### src/rtl/tfm_pkg.sv
`timescale 1ns / 1ps

package tfm_pkg;

	// Wildcard and separator characters of a topic filter.
	localparam logic [7:0] CH_HASH  = 8'h23;
	localparam logic [7:0] CH_PLUS  = 8'h2B;
	localparam logic [7:0] CH_SLASH = 8'h2F;

	// Meaning of the mode field of an input beat.
	localparam logic MODE_FILTER = 1'b0;
	localparam logic MODE_TOPIC  = 1'b1;

	// One result beat.
	typedef struct packed {
		logic matched;
		logic filter_overflow;
	} tfm_result_t;

endpackage

### src/rtl/topic_filter_matcher_top.sv
`timescale 1ns / 1ps

// Topic filter matcher: one input beat (filter byte or topic byte) per cycle while item_stall is low.
// The result of a topic is registered in the output register, or in the skid stage if the output is held.
// The filter memory's two read ports prefetch the bytes at filter position +2 and +3
// so that one topic byte can step the position by up to two.
// Reset clears lengths, flags and handshake state; the filter memory is not cleared.
module topic_filter_matcher_top #(
	parameter int FILTER_MAX_LEN = 64
) (
	input  logic                clk,
	input  logic                arst_n,
	input  logic                item_valid,
	output logic                item_stall,
	input  logic                mode,
	input  logic [7:0]          char_in,
	input  logic                last_char,
	output logic                res_valid,
	input  logic                res_stall,
	output logic                matched,
	output logic                filter_overflow
);
	import tfm_pkg::*;

	localparam int AW = (FILTER_MAX_LEN > 1) ? $clog2(FILTER_MAX_LEN) : 1;
	localparam int LW = $clog2(FILTER_MAX_LEN + 1);
	localparam logic [LW-1:0] MAX_LEN = LW'(FILTER_MAX_LEN);

	// Filter store and the read data of its two ports.
	logic [7:0] filter_mem [FILTER_MAX_LEN];
	logic [7:0] rd2_q, rd3_q;
	logic       fwd2_q, fwd3_q;
	logic [7:0] fwd_data_q;

	// Load and match state.
	logic [LW-1:0] len_q;
	logic          ovf_q;
	logic          closed_q;
	logic [LW-1:0] pos_q;
	logic          skip_q;
	logic          mis_q;
	logic          hash_q;

	// Filter bytes at the current position and the next one, and the filter head.
	logic [7:0] w0_q, w1_q;
	logic [7:0] head0_q, head1_q;

	// Output register and skid stage.
	logic        res_valid_q;
	tfm_result_t res_q;
	logic        skid_valid_q;
	tfm_result_t skid_q;

	logic          item_fire;
	logic          filter_beat;
	logic          topic_beat;
	logic          res_new;
	tfm_result_t   res_data;
	logic [7:0]    bw [4];
	logic          v0, v1;
	logic [1:0]    step;
	logic          nskip, nmis, nhash;
	logic [LW-1:0] npos;
	logic [LW-1:0] rest;
	logic [7:0]    nb0, nb1;
	logic [LW-1:0] eff_len;
	logic          wr_en;
	logic [AW-1:0] wr_addr;
	logic [LW-1:0] pos_next;
	logic [AW-1:0] rd_addr2, rd_addr3;

	assign item_stall  = skid_valid_q;
	assign item_fire   = item_valid && !item_stall;
	assign filter_beat = item_fire && (mode == MODE_FILTER);
	assign topic_beat  = item_fire && (mode == MODE_TOPIC);
	assign res_new     = topic_beat && last_char;

	// Window of four filter bytes starting at the current position.
	always_comb begin
		bw[0] = w0_q;
		bw[1] = w1_q;
		bw[2] = fwd2_q ? fwd_data_q : rd2_q;
		bw[3] = fwd3_q ? fwd_data_q : rd3_q;
	end

	assign v0 = ({1'b0, pos_q} < {1'b0, len_q});
	assign v1 = ({1'b0, pos_q} + (LW+1)'(1) < {1'b0, len_q});

	// One topic byte against the filter: the position moves by zero, one or two.
	always_comb begin
		step  = 2'd0;
		nskip = skip_q;
		nmis  = mis_q;
		nhash = hash_q;
		if (!mis_q && !hash_q) begin
			if (skip_q) begin
				if (char_in == CH_SLASH) begin
					nskip = 1'b0;
					if (v0 && bw[0] == CH_SLASH) begin
						step = 2'd1;
					end else begin
						nmis = 1'b1;
					end
				end
			end else if (!v0) begin
				nmis = 1'b1;
			end else if (bw[0] == CH_HASH) begin
				nhash = 1'b1;
			end else if (bw[0] == CH_PLUS) begin
				step = 2'd1;
				if (char_in == CH_SLASH) begin
					if (v1 && bw[1] == CH_SLASH) begin
						step = 2'd2;
					end else begin
						nmis = 1'b1;
					end
				end else begin
					nskip = 1'b1;
				end
			end else if (bw[0] == char_in) begin
				step = 2'd1;
			end else begin
				nmis = 1'b1;
			end
		end
	end

	// Result of a topic that ends on this byte; a trailing "#" or "/#" still matches.
	always_comb begin
		npos = pos_q + LW'(step);
		rest = len_q - npos;
		nb0  = bw[step];
		nb1  = bw[step + 2'd1];
		res_data.filter_overflow = ovf_q;
		res_data.matched = !ovf_q && !nmis &&
			(nhash || (rest == '0) ||
			 ((rest == LW'(1)) && !nskip && (nb0 == CH_HASH)) ||
			 ((rest == LW'(2)) && (nb0 == CH_SLASH) && (nb1 == CH_HASH)));
	end

	// A filter byte after a closed filter starts a new one.
	assign eff_len = closed_q ? '0 : len_q;
	assign wr_en   = filter_beat && (eff_len < MAX_LEN);
	assign wr_addr = eff_len[AW-1:0];

	// Position after this cycle, which addresses the prefetch reads.
	always_comb begin
		pos_next = pos_q;
		if (filter_beat || res_new) begin
			pos_next = '0;
		end else if (topic_beat) begin
			pos_next = npos;
		end
	end

	assign rd_addr2 = AW'(pos_next + LW'(2));
	assign rd_addr3 = AW'(pos_next + LW'(3));

	// Filter memory: one write port, two registered read ports.
	always_ff @(posedge clk) begin
		if (wr_en) begin
			filter_mem[wr_addr] <= char_in;
		end
		rd2_q <= filter_mem[rd_addr2];
		rd3_q <= filter_mem[rd_addr3];
	end

	// Forward a write that lands on an address read in the same cycle.
	always_ff @(posedge clk or negedge arst_n) begin
		if (!arst_n) begin
			fwd2_q <= 1'b0;
			fwd3_q <= 1'b0;
		end else begin
			fwd2_q <= wr_en && (wr_addr == rd_addr2);
			fwd3_q <= wr_en && (wr_addr == rd_addr3);
		end
	end

	// Window and head bytes.
	always_ff @(posedge clk) begin
		fwd_data_q <= char_in;
		if (wr_en && eff_len == '0) begin
			head0_q <= char_in;
		end
		if (wr_en && eff_len == LW'(1)) begin
			head1_q <= char_in;
		end
		if (filter_beat) begin
			w0_q <= (wr_en && eff_len == '0) ? char_in : head0_q;
			w1_q <= (wr_en && eff_len == LW'(1)) ? char_in : head1_q;
		end else if (res_new) begin
			w0_q <= head0_q;
			w1_q <= head1_q;
		end else if (topic_beat) begin
			w0_q <= nb0;
			w1_q <= nb1;
		end
	end

	// Load and match state.
	always_ff @(posedge clk or negedge arst_n) begin
		if (!arst_n) begin
			len_q    <= '0;
			ovf_q    <= 1'b0;
			closed_q <= 1'b0;
			pos_q    <= '0;
			skip_q   <= 1'b0;
			mis_q    <= 1'b0;
			hash_q   <= 1'b0;
		end else begin
			pos_q <= pos_next;
			if (filter_beat) begin
				if (wr_en) begin
					len_q <= eff_len + LW'(1);
					ovf_q <= closed_q ? 1'b0 : ovf_q;
				end else begin
					len_q <= eff_len;
					ovf_q <= 1'b1;
				end
				closed_q <= last_char;
				skip_q   <= 1'b0;
				mis_q    <= 1'b0;
				hash_q   <= 1'b0;
			end else if (topic_beat) begin
				closed_q <= 1'b1;
				skip_q   <= res_new ? 1'b0 : nskip;
				mis_q    <= res_new ? 1'b0 : nmis;
				hash_q   <= res_new ? 1'b0 : nhash;
			end
		end
	end

	// Output register with a skid stage behind it.
	always_ff @(posedge clk or negedge arst_n) begin
		if (!arst_n) begin
			res_valid_q  <= 1'b0;
			skid_valid_q <= 1'b0;
		end else if (!res_valid_q || !res_stall) begin
			res_valid_q  <= skid_valid_q || res_new;
			skid_valid_q <= 1'b0;
		end else if (res_new) begin
			skid_valid_q <= 1'b1;
		end
	end

	always_ff @(posedge clk) begin
		if (!res_valid_q || !res_stall) begin
			res_q <= skid_valid_q ? skid_q : res_data;
		end else if (res_new) begin
			skid_q <= res_data;
		end
	end

	assign res_valid       = res_valid_q;
	assign matched         = res_q.matched;
	assign filter_overflow = res_q.filter_overflow;

	// The compare position never runs past the loaded filter.
	a_pos_in_filter: assert property (@(posedge clk) disable iff (!arst_n)
		pos_q <= len_q) else $error("filter position beyond filter length");

	// Overflow is only flagged once the store is full.
	a_ovf_full: assert property (@(posedge clk) disable iff (!arst_n)
		ovf_q |-> (len_q == MAX_LEN)) else $error("overflow with store not full");

	// A waiting skid beat always sits behind a held output beat.
	a_skid_behind_out: assert property (@(posedge clk) disable iff (!arst_n)
		skid_valid_q |-> res_valid_q) else $error("skid full with output empty");

	// An overflowed filter never reports a match.
	a_ovf_no_match: assert property (@(posedge clk) disable iff (!arst_n)
		(res_valid_q && res_q.filter_overflow) |-> !res_q.matched)
		else $error("match reported on overflowed filter");

	// A reached '#' and a level skip exclude each other.
	a_hash_skip: assert property (@(posedge clk) disable iff (!arst_n)
		!(hash_q && skip_q)) else $error("hash and level skip both set");

endmodule

### config.mk
export PLATFORM = sky130hd
export DESIGN_NAME = topic_filter_matcher_top
export DESIGN_NICKNAME = d
export VERILOG_FILES = /design/src/rtl/tfm_pkg.sv /design/src/rtl/topic_filter_matcher_top.sv
export SDC_FILE = /design/constraint.sdc
export NUM_CORES = 1
export LEC_CHECK = 0
export BUFFER_PORTS_ARGS = -buffer_cell sky130_fd_sc_hd__buf_4
export CAP_MARGIN = 20
export CORE_MARGIN = 3
export CORE_UTILIZATION = 45
export DETAILED_ROUTE_END_ITERATION = 16
export PLACE_DENSITY = 0.66
export SYNTH_ARGS = -nofsm -noshare
export SYNTH_HDL_FRONTEND = slang
export SYNTH_SLANG_ARGS = --single-unit
### constraint.sdc
create_clock -name clk -period 9.21 [get_ports clk]
set_input_delay 0.4605 -clock clk [delete_from_list [all_inputs] [get_ports clk]]
set_output_delay 0.4605 -clock clk [all_outputs]
set_load 0.02 [all_outputs]
==> results of run 1 <==
[layer usage]
layer,track usage,vias up
met5,0,-
met4,0.0963,2
met3,0.0564,154
met2,0.373,1100
met1,0.338,9272
li1,-,7490
[metrics by stage]
stage | hold WS (ns) | power (W)
after CTS | 0.122 | 0.00599
after global placement | 0.385 | 0.00345
after detailed placement | 0.389 | 0.00346
after floorplan | 0.165 | 0.00330
final | 0.145 | 0.00596
after global routing | 0.143 | 0.00614
[final cells by class]
| type | count | area [um^2] | share of cell area |
|---|---|---|---|
| clock buffers | 73 | 1640 | 0.0511 |
| well taps | 846 | 1060 | 0.0329 |
| clock inverters | 43 | 457 | 0.0142 |
| multi-input cells | 1047 | 10900 | 0.338 |
| diodes | 2 | 5.00 | 0.000156 |
| flip-flops and latches | 595 | 17400 | 0.540 |
| repair buffers | 67 | 647 | 0.0201 |
| inverters | 27 | 104 | 0.00323 |
[cell usage in the layout, fill, tap and decap left out, drive strengths merged, types with 10 or more instances in the layout]
master,n
clkbuf,74
mux4,248
inv,30
o211ai,38
o21ai,34
dfrtp,23
nand4,13
a21oi,48
nand3,19
mux2,24
dfxtp,40
xnor2,25
xor2,10
mux2i,37
clkinv,28
o22ai,99
edfxtp,532
ha,27
a31oi,27
buf,65
nor3,13
nand2,108
o221ai,32
nor2,126
[state kept, by name, indices dropped and copies added, names as in the netlist, 2 cells and up]
name	count
filter_mem	512
fwd_data_q	8
head0_q	8
head1_q	8
len_q	7
pos_q	7
rd2_q	8
rd3_q	8
skid_q	2
w0_q	8
w1_q	8
[worst min-delay path, stage by stage]
cell     delay [ns]
buf_4          0.08
nand2_1        0.12
nand2_1        0.09
[worst paths after layout]
check	end	slack, ns	cells after the start
max in group asynchronous	pos_q[3]	8.66	2
setup / recovery	rd3_q[3]	2.05	20
setup reg to reg	rd3_q[3]	2.05	20
hold reg to reg	head0_q[0]	0.50	1
hold / removal	res_valid	0.15	3
min in group asynchronous	item_stall	0.28	2
[timing repair]
item,in CTS,in global routing
gates resized for setup,0,0
hold buffers,1,0
endpoints found under the hold margin,23,0
[cells by family (layout without fill, tap and decap cells)]
| logic type | Yosys count | count (layout) | share of synthesized area |
|---|---|---|---|
| XOR/XNOR | 35 | 35 | 0.0116 |
| AO/OA/AOI/OAI | 347 | 347 | 0.0820 |
| flip-flops | 595 | 595 | 0.603 |
| multiplexers | 309 | 309 | 0.216 |
| other | 0 | 2 | 0 |
| adder cells (fa/ha/maj) | 29 | 29 | 0.0131 |
| buffers and inverters | 161 | 210 | 0.0233 |
| AND/OR/NAND/NOR | 327 | 327 | 0.0510 |
[power by group through the flow]
stage / Combinational, W / Clock [W] / Sequential (W)
after floorplan: 0.000226 / 0 / 0.00308
after global placement: 0.000352 / 0 / 0.00310
after detailed placement: 0.000359 / 0 / 0.00310
after CTS: 0.000361 / 0.00258 / 0.00305
after global routing: 0.000395 / 0.00269 / 0.00305
final: 0.000365 / 0.00254 / 0.00305
==> qor.csv, run 1 <==
stage;metric;value;unit
outcome;status;finished clean;
clocking;CTS root buf;clkbuf_16;
placed_design;port buffer count;17;
finish;nets@finish;1842;
setup_path;CP delay by family, top;compound AO/OA/AOI/OAI gates;
detailed_routing;DR DRC count;0;
worst_hold_path;worst min path class;primary input to flip-flop;
finish;Final Core Density;0.508;
floorplan;chip height;259;um
finish;post-route cell area;32100;um^2
detailed_routing;routed length per instance;30.0;um
synthesis;Post-synth EDFFs;532;
synthesis;Synth cell types;75;
pwr;P_int;0.00461;W
detailed_routing;highest metal used;met5;
setup_path;CP most frequent cell;inv_1;
sta;# setup viols final;0;
setup_path;crit path DAT;7.64;ns
setup_path;CP max FO;28;
placed_design;Place WS;2.17;ns
finish;Non-Filler Instances;2700;
sta;Max Fclk;140;MHz
placed_design;Placed Instances;2572;
detailed_routing;Starting DRT DRC Count;2383;
placed_design;placed cell areas;29900;um^2
clocking;CTS tree;yes;
synthesis;YS warnings;0;
clocking;Num CTS Buffers;61;
detailed_routing;Met2 Wirelength;37700;um
floorplan;Die ar.;67000;um^2
sta;Slew Limit Fails;0;
floorplan;std cell rows;92;
sta;final cycle utilization of the critical path;0.777;
synthesis;register area share after synthesis;0.603;
detailed_routing;Final ANT Viol Nets;0;
pwr;Clock power frac;0.427;
sta;Fin. Hold Viols;0;
setup_path;Crit. Startpoint;len_q[5];
pwr;leakage power;10.4;nW
finish;fraction of layout cells with a size suffix above 1;0.250;
synthesis;Net Count, Synth;1846;
setup_path;CP Cell Sequence;inv_1 > ha_1 > or4_1 > a2111o_1 > a21boi_2 > o211ai_1 > buf_4 > inv_1 > ha_1 > inv_1 > fa_1 > a21oi_1 > o21a_1 > inv_1 > ha_1 > a21oi_1 > xor2_4 > buf_4 > mux4_2 > mux4_2;
sta;Max Clock Skew;0.0380;ns
global_routing;grt ovf;0;
synthesis;Synth top area share;0.555;
sta;worst slew pin tran;1.24;ns
synthesis;Main synth FF type;edfxtp_1;
pwr;largest vdd supply drop;0.155;mV
detailed_routing;Vias/cell;6.67;
global_routing;initial antenna violation count;4;
global_routing;total track usage;0.243;
synthesis;Gate Count Post-Synth;1803;
synthesis;most common cell in the netlist;edfxtp_1;
setup_path;Worst Path Buf+Inv;6;
setup_path;critical setup path kind;flip-flop to flip-flop;
synthesis;Synth area leader;edfxtp_1;
floorplan;die span in x;259;um
detailed_routing;DR pass1 iterations;5;
synthesis;Avg Inst Size Synth;16.0;um^2
global_routing;number of global-route vias before repair;17546;
detailed_routing;metal3 WL;8450;um
finish;P&R area growth vs syn;11.6;%
synthesis;Synth Register Bits;595;
placed_design;DP Wirelength;50400;um
setup_path;Worst setup SP type;flip-flop;
worst_hold_path;hold path startpoint;res_stall;
setup_path;Slowest-stage cell, CP;buf_4;
clocking;postcts setup bufs;0;
floorplan;initial core utilization;0.456;
flow_run;max cap viols;0;
sta;fin crit period;7.16;ns
clocking;CTS H-tree depth;2;
pwr;Switch Pwr;0.00135;W
global_routing;first-pass GRT wire length;120000;um
clocking;clk_lat worst skew;0.65;ns
synthesis;mapped cell area;28800;um^2
sta;max_slew headroom;0.172;
synthesis;Post-synth ARST share;0.0387;
clocking;Clk pin slew, worst setup/hold paths;0.07;ns
floorplan;core area;63200;um^2
setup_path;required time worst endpoint;9.69;ns
pwr;Gate power share;0.061;
synthesis;synth top area cells;edfxtp_1, mux4_2, dfxtp_1;
placed_design;GPL Wtd Cong;0.881;
setup_path;Worst R2R Start;len_q[5];
finish;fill count;5048;
detailed_routing;DRT Wirelength;80900;um
sta;setup TNS;0;ns
synthesis;Post-synth top cells;edfxtp_1, mux4_2, nor2_1;
global_routing;largest net degree at the start of global routing;129;
detailed_routing;met1 WL;31700;um
clocking;TritonCTS Sinks;595;
sta;setup ws final;2.05;ns
setup_path;CP endpoint kind;flip-flop;
pwr;switching share of power;0.226;
setup_path;Worst path max stage delay;0.60;ns
floorplan;num ports;18;
sta;RSZ-0062 raised after global routing;no;
clocking;Clock Path Buffers;3;
pwr;Pwr Density;185;nW/um^2
pwr;power share of the sequential group;0.512;
detailed_routing;vias;18018;
No activity file was read; power rests on OpenSTA's default activity.
==> inputs of run 2 (changes only) <==
clock period = 7.42 ns   (was 9.21 ns; I/O delays follow)
==> qor.csv, run 2 (synthesis gave the netlist of run 1 again) <==
stage;metric;value;unit
clocking;Resize count post-CTS;0;
pwr;power share of the sequential group;0.512;
setup_path;Reg2Reg Depth;23;
worst_hold_path;Hold Path Cell Cnt;1;
finish;fraction of layout cells with a size suffix above 1;0.243;
clocking;CTS root buf;clkbuf_16;
sta;Max Clock Skew;0.0229;ns
global_routing;largest net degree at the start of global routing;132;
clocking;CTS tree;yes;
setup_path;CP max FO;46;
sta;Fin. Hold Viols;0;
global_routing;initial antenna violation count;7;
pwr;Clock power frac;0.426;
sta;setup TNS;0;ns
setup_path;critical setup path kind;flip-flop to flip-flop;
detailed_routing;Vias/cell;6.72;
floorplan;chip height;259;um
detailed_routing;DRT Wirelength;82400;um
pwr;Pwr Density;231;nW/um^2
floorplan;die span in x;259;um
placed_design;GPL Wtd Cong;0.883;
floorplan;initial core utilization;0.456;
global_routing;first-pass GRT wire length;121000;um
setup_path;WP depth;23;
flow_run;max cap viols;0;
setup_path;Worst R2R Start;pos_q[2];
detailed_routing;DR DRC count;0;
pwr;switching share of power;0.228;
sta;Slew Limit Fails;0;
setup_path;CP Cell Sequence;nand4_1 > inv_1 > nand2_1 > xnor2_1 > ha_1 > nor4bb_1 > o2111ai_1 > a41oi_1 > nand4_1 > o211ai_1 > inv_1 > ha_1 > inv_1 > fa_1 > o22ai_4 > inv_2 > ha_4 > buf_12 > mux4_2 > nand2_1 > a21oi_1 > a31oi_1 > a221oi_1;
setup_path;required time worst endpoint;7.89;ns
setup_path;Crit. Startpoint;pos_q[2];
global_routing;total track usage;0.245;
clocking;Clk pin slew, worst setup/hold paths;0.07;ns
clocking;Num CTS Buffers;60;
sta;final cycle utilization of the critical path;0.884;
sta;RSZ-0062 raised after global routing;no;
floorplan;num ports;18;
floorplan;Die ar.;67000;um^2
floorplan;core area;63200;um^2
worst_hold_path;worst min path class;primary input to flip-flop;
outcome;status;finished clean;
detailed_routing;Final ANT Viol Nets;0;
pwr;Switch Pwr;0.00169;W
setup_path;CP delay by family, top;compound AO/OA/AOI/OAI gates;
setup_path;Slowest-stage cell, CP;ha_4;
pwr;leakage power;10.4;nW
finish;P&R area growth vs syn;11.5;%
pwr;Tot Pwr;0.00740;W
setup_path;CP most frequent cell;inv_1;
detailed_routing;DR pass1 iterations;5;
worst_hold_path;hold path startpoint;char_in[1];
setup_path;Worst setup SP type;flip-flop;
detailed_routing;Starting DRT DRC Count;2431;
finish;Largest register FFs;512;
pwr;Gate power share;0.063;
placed_design;DP Wirelength;51900;um
sta;fin crit period;6.56;ns
finish;nets@finish;1839;
sta;# setup viols final;0;
sta;Max Fclk;152;MHz
finish;most frequent cells in the layout;edfxtp_1, mux4_2, nor2_1, nand2_1, o22ai_1;
sta;max_slew headroom;0.205;
clocking;Clock Path Buffers;3;
setup_path;CP endpoint kind;flip-flop;
placed_design;port buffer count;17;
global_routing;number of global-route vias before repair;17690;
floorplan;std cell rows;92;
global_routing;grt ovf;0;
clocking;clk_lat worst skew;0.65;ns
setup_path;Worst Path Buf+Inv;5;
sta;setup ws final;0.861;ns
setup_path;crit path DAT;7.03;ns
clocking;CTS H-tree depth;2;
pwr;P_int;0.00571;W
finish;most common cell after layout, fill and taps aside;edfxtp_1;
sta;worst slew pin tran;1.19;ns
pwr;largest vdd supply drop;0.161;mV
detailed_routing;routed length per instance;30.5;um
finish;fill count;5030;
placed_design;Place WS;0.919;ns
detailed_routing;vias;18130;
clocking;TritonCTS Sinks;595;
finish;Most flops, register;filter_mem;
setup_path;Worst path max stage delay;0.81;ns
run 2: power by group through the flow:
stage | clock (W) | sequential (W) | combinational (W)
floorplan | 0 | 0.00382 | 0.000281
global placement | 0 | 0.00385 | 0.000447
detailed placement | 0 | 0.00385 | 0.000458
CTS | 0.00319 | 0.00378 | 0.000462
global route | 0.00332 | 0.00379 | 0.000499
finish | 0.00315 | 0.00379 | 0.000466
run 2: path summary, 6_finish.rpt:
check,to,slack (ns)
max in group asynchronous,pos_q[5],6.97
min,filter_mem[22][1],0.05
min reg2reg,head1_q[3],0.50
max reg2reg,rd2_q[5],0.86
min in group asynchronous,mis_q,0.19
max,rd2_q[5],0.86
run 2: stage by stage:
| stage | util | hold WS, ns | cells | cell area [um^2] |
|---|---|---|---|---|
| after floorplan | - | 0.0754 | 1803 | 28800 |
| after global placement | 0.473 | 0.296 | 2565 | 29900 |
| after detailed placement | 0.474 | 0.307 | 2571 | 30000 |
| after CTS | 0.507 | 0.0218 | 2688 | 32000 |
| after global routing | 0.508 | 0.0519 | 2697 | 32100 |
| final | 0.508 | 0.0529 | 2699 | 32100 |
run 2: layout make-up:
cell class / instances / area [um^2] / share of cell area
clock buffer: 73 / 1560 / 0.0486
tap: 846 / 1060 / 0.0330
multi-input combinational: 1047 / 10900 / 0.338
antenna: 5 / 12.5 / 0.000390
inverter: 27 / 104 / 0.00324
sequential: 595 / 17400 / 0.541
clock inverter: 41 / 474 / 0.0148
timing repair buffer: 65 / 677 / 0.0211
run 2: worst register-to-register path, delay by kind of cell, from the launching register on:
family	cells	cell delay (ns)
flops	1	0.63
mux	1	0.37
simple gates	5	0.87
xor+xnor	1	0.13
fa+ha+maj	4	1.70
compound gates	7	1.91
buf+inv	5	0.80
run 2: what timing repair did:
| action | in CTS | in global routing |
|---|---|---|
| setup buffers | 0 | 0 |
| hold buffers | 3 | 0 |
| endpoints found under the setup margin | 0 | 0 |
| endpoints found under the hold margin | 25 | 0 |
run 2: routing by layer:
metal	vias to the layer above	share of wire	GRT usage	wire (um)
met3	166	0.11	0.0539	8740
li1	7492	-	-	-
met4	6	0.039	0.0921	3250
met2	1098	0.47	0.385	38800
met5	-	0.00056	0	46
met1	9368	0.38	0.338	31500
==> inputs of run 3 (changes only) <==
BUFFER_PORTS_ARGS = -buffer_cell sky130_fd_sc_hd__buf_2   (was -buffer_cell sky130_fd_sc_hd__buf_4)
HOLD_SLACK_MARGIN = 0.1   (was unset)
SKIP_CTS_REPAIR_TIMING = 1   (was unset)
==> qor.csv, run 3 (synthesis gave the netlist of run 1 again) <==
stage;metric;value;unit
sta;Fin. Hold Viols;0;
setup_path;Worst setup SP type;flip-flop;
detailed_routing;Starting DRT DRC Count;2409;
setup_path;crit path DAT;7.41;ns
sta;final cycle utilization of the critical path;0.929;
floorplan;Die ar.;67000;um^2
worst_hold_path;worst min path class;primary input to flip-flop;
sta;Max Fclk;145;MHz
clocking;TritonCTS Sinks;595;
floorplan;chip height;259;um
clocking;CTS H-tree depth;2;
flow_run;max cap viols;0;
detailed_routing;DR pass1 iterations;6;
floorplan;std cell rows;92;
finish;Antenna diodes;0;
floorplan;initial core utilization;0.456;
finish;fraction of layout cells with a size suffix above 1;0.236;
sta;Max Clock Skew;0.0332;ns
finish;Final Core Density;0.506;
global_routing;first-pass GRT wire length;123000;um
floorplan;num ports;18;
finish;Most flops, register;filter_mem;
outcome;status;finished clean;
global_routing;number of global-route vias before repair;17794;
clocking;Num CTS Buffers;60;
placed_design;DP Wirelength;52800;um
detailed_routing;DR DRC count;0;
placed_design;Place WS;0.760;ns
global_routing;largest net degree at the start of global routing;132;
sta;setup TNS;0;ns
setup_path;required time worst endpoint;7.94;ns
sta;max_slew headroom;0.201;
setup_path;Crit. Startpoint;pos_q[2];
setup_path;Reg2Reg Capture Point;rd2_q[6];
setup_path;CP endpoint kind;flip-flop;
detailed_routing;vias;18182;
detailed_routing;DRT Wirelength;82000;um
floorplan;core area;63200;um^2
setup_path;CP max FO;63;
setup_path;Reg2Reg Depth;22;
sta;# setup viols final;0;
finish;Largest register FFs;512;
setup_path;CP Cell Sequence;nand4_1 > inv_1 > nand2_1 > xnor2_1 > ha_1 > nor4bb_1 > o2111ai_1 > a41oi_1 > nand4_1 > o211ai_1 > inv_1 > ha_1 > inv_1 > fa_1 > o22ai_4 > inv_2 > ha_4 > buf_12 > mux4_2 > mux2i_1 > o32ai_1 > a221oi_1;
finish;nets@finish;1832;
sta;Slew Limit Fails;0;
pwr;leakage power;10.3;nW
sta;setup ws final;0.530;ns
finish;most frequent cells in the layout;edfxtp_1, mux4_2, nor2_1, nand2_1, o22ai_1;
setup_path;CP most frequent cell;inv_1;
clocking;clk_lat worst skew;0.64;ns
setup_path;critical setup path kind;flip-flop to flip-flop;
setup_path;Slowest-stage cell, CP;ha_4;
global_routing;total track usage;0.247;
placed_design;GPL Wtd Cong;0.906;
setup_path;crit path to;rd2_q[6];
sta;fin crit period;6.89;ns
clocking;Clk pin slew, worst setup/hold paths;0.07;ns
sta;worst slew pin tran;1.19;ns
finish;most common cell after layout, fill and taps aside;edfxtp_1;
placed_design;port buffer count;17;
global_routing;initial antenna violation count;5;
setup_path;flop2flop setup slack;0.53;ns
finish;P&R area growth vs syn;11.0;%
sta;RSZ-0062 raised after global routing;no;
pwr;Pwr Density;230;nW/um^2
detailed_routing;Vias/cell;6.77;
detailed_routing;Final ANT Viol Nets;0;
setup_path;Worst path max stage delay;0.99;ns
clocking;CTS tree;yes;
global_routing;grt ovf;0;
setup_path;Worst R2R Start;pos_q[2];
pwr;largest vdd supply drop;0.173;mV
clocking;CTS root buf;clkbuf_16;
clocking;Clock Path Buffers;3;
detailed_routing;routed length per instance;30.5;um
floorplan;die span in x;259;um
[run 3: cell count changes in the layout (fill, tap and decap cells not counted), sizes merged]
| cell | previous run | this run |
|---|---|---|
| dlygate4sd3 | 3 | 4 |
| bufinv | 9 | 8 |
| buf | 61 | 54 |
| clkinvlp | 5 | 4 |
| diode | 5 | 0 |
| clkinv | 25 | 24 |
| clkbuf | 74 | 76 |
[run 3: report_power, final]
group          leakage, nW  internal (W)  switching, W  total (W)
logic                 3.88      0.000171      0.000288   0.000459
clock network        0.975       0.00182       0.00130    0.00312
registers             5.45       0.00372     0.0000615    0.00378
total                 10.3       0.00571       0.00165    0.00736
[run 3: how the worst min path moves through the flow]
| stage | cells past startpoint | start | to |
|---|---|---|---|
| detailed placement | 1 | arst_n | item_stall |
| global route | 1 | char_in[2] | filter_mem[27][2] |
| floorplan | 0 | arst_n | closed_q |
| CTS | 1 | arst_n | pos_q[1] |
| global placement | 1 | arst_n | closed_q |
| finish | 1 | char_in[2] | filter_mem[26][2] |
[run 3: layout make-up]
class                   instances  area (um^2)
well taps                     846         1060
flip-flops and latches        595        17400
inverters                      27          104
repair buffers                 58          563
fillers                      5104        31200
clock buffers                  76         1610
multi-input cells            1047        10900
clock inverters                38          404
[run 3: worst max-delay path, delay by kind of cell, from the launching register on]
kind                     cells  cell delay (ns)
adder cells (fa/ha/maj)      4             1.90
XOR/XNOR                     1             0.14
AND/OR/NAND/NOR              4             0.72
multiplexers                 2             0.90
flip-flops                   1             0.61
AO/OA/AOI/OAI                6             1.41
buffers and inverters        5             0.95
[run 3: per-layer routing]
metal  global-route usage  wire length, um  up-vias  part of all wire
li1                     -                -     7483                 -
met1                0.357            32200     9302              0.39
met2                0.380            38100     1206              0.47
met3               0.0432             8640      189              0.11
met4               0.0897             2970        2             0.036
met5                    0               13        -           0.00016
[run 3: stage by stage]
stage | cells | total power [W] | hold slack, ns | instance area [um^2]
final | 2687 | 0.00736 | 0.104 | 32000
after global routing | 2687 | 0.00758 | 0.125 | 32000
after CTS | 2680 | 0.00739 | -0.265 | 31900
after detailed placement | 2566 | 0.00430 | 0.411 | 29900
after global placement | 2563 | 0.00429 | 0.411 | 29800
after floorplan | 1803 | 0.00410 | 0.0754 | 28800
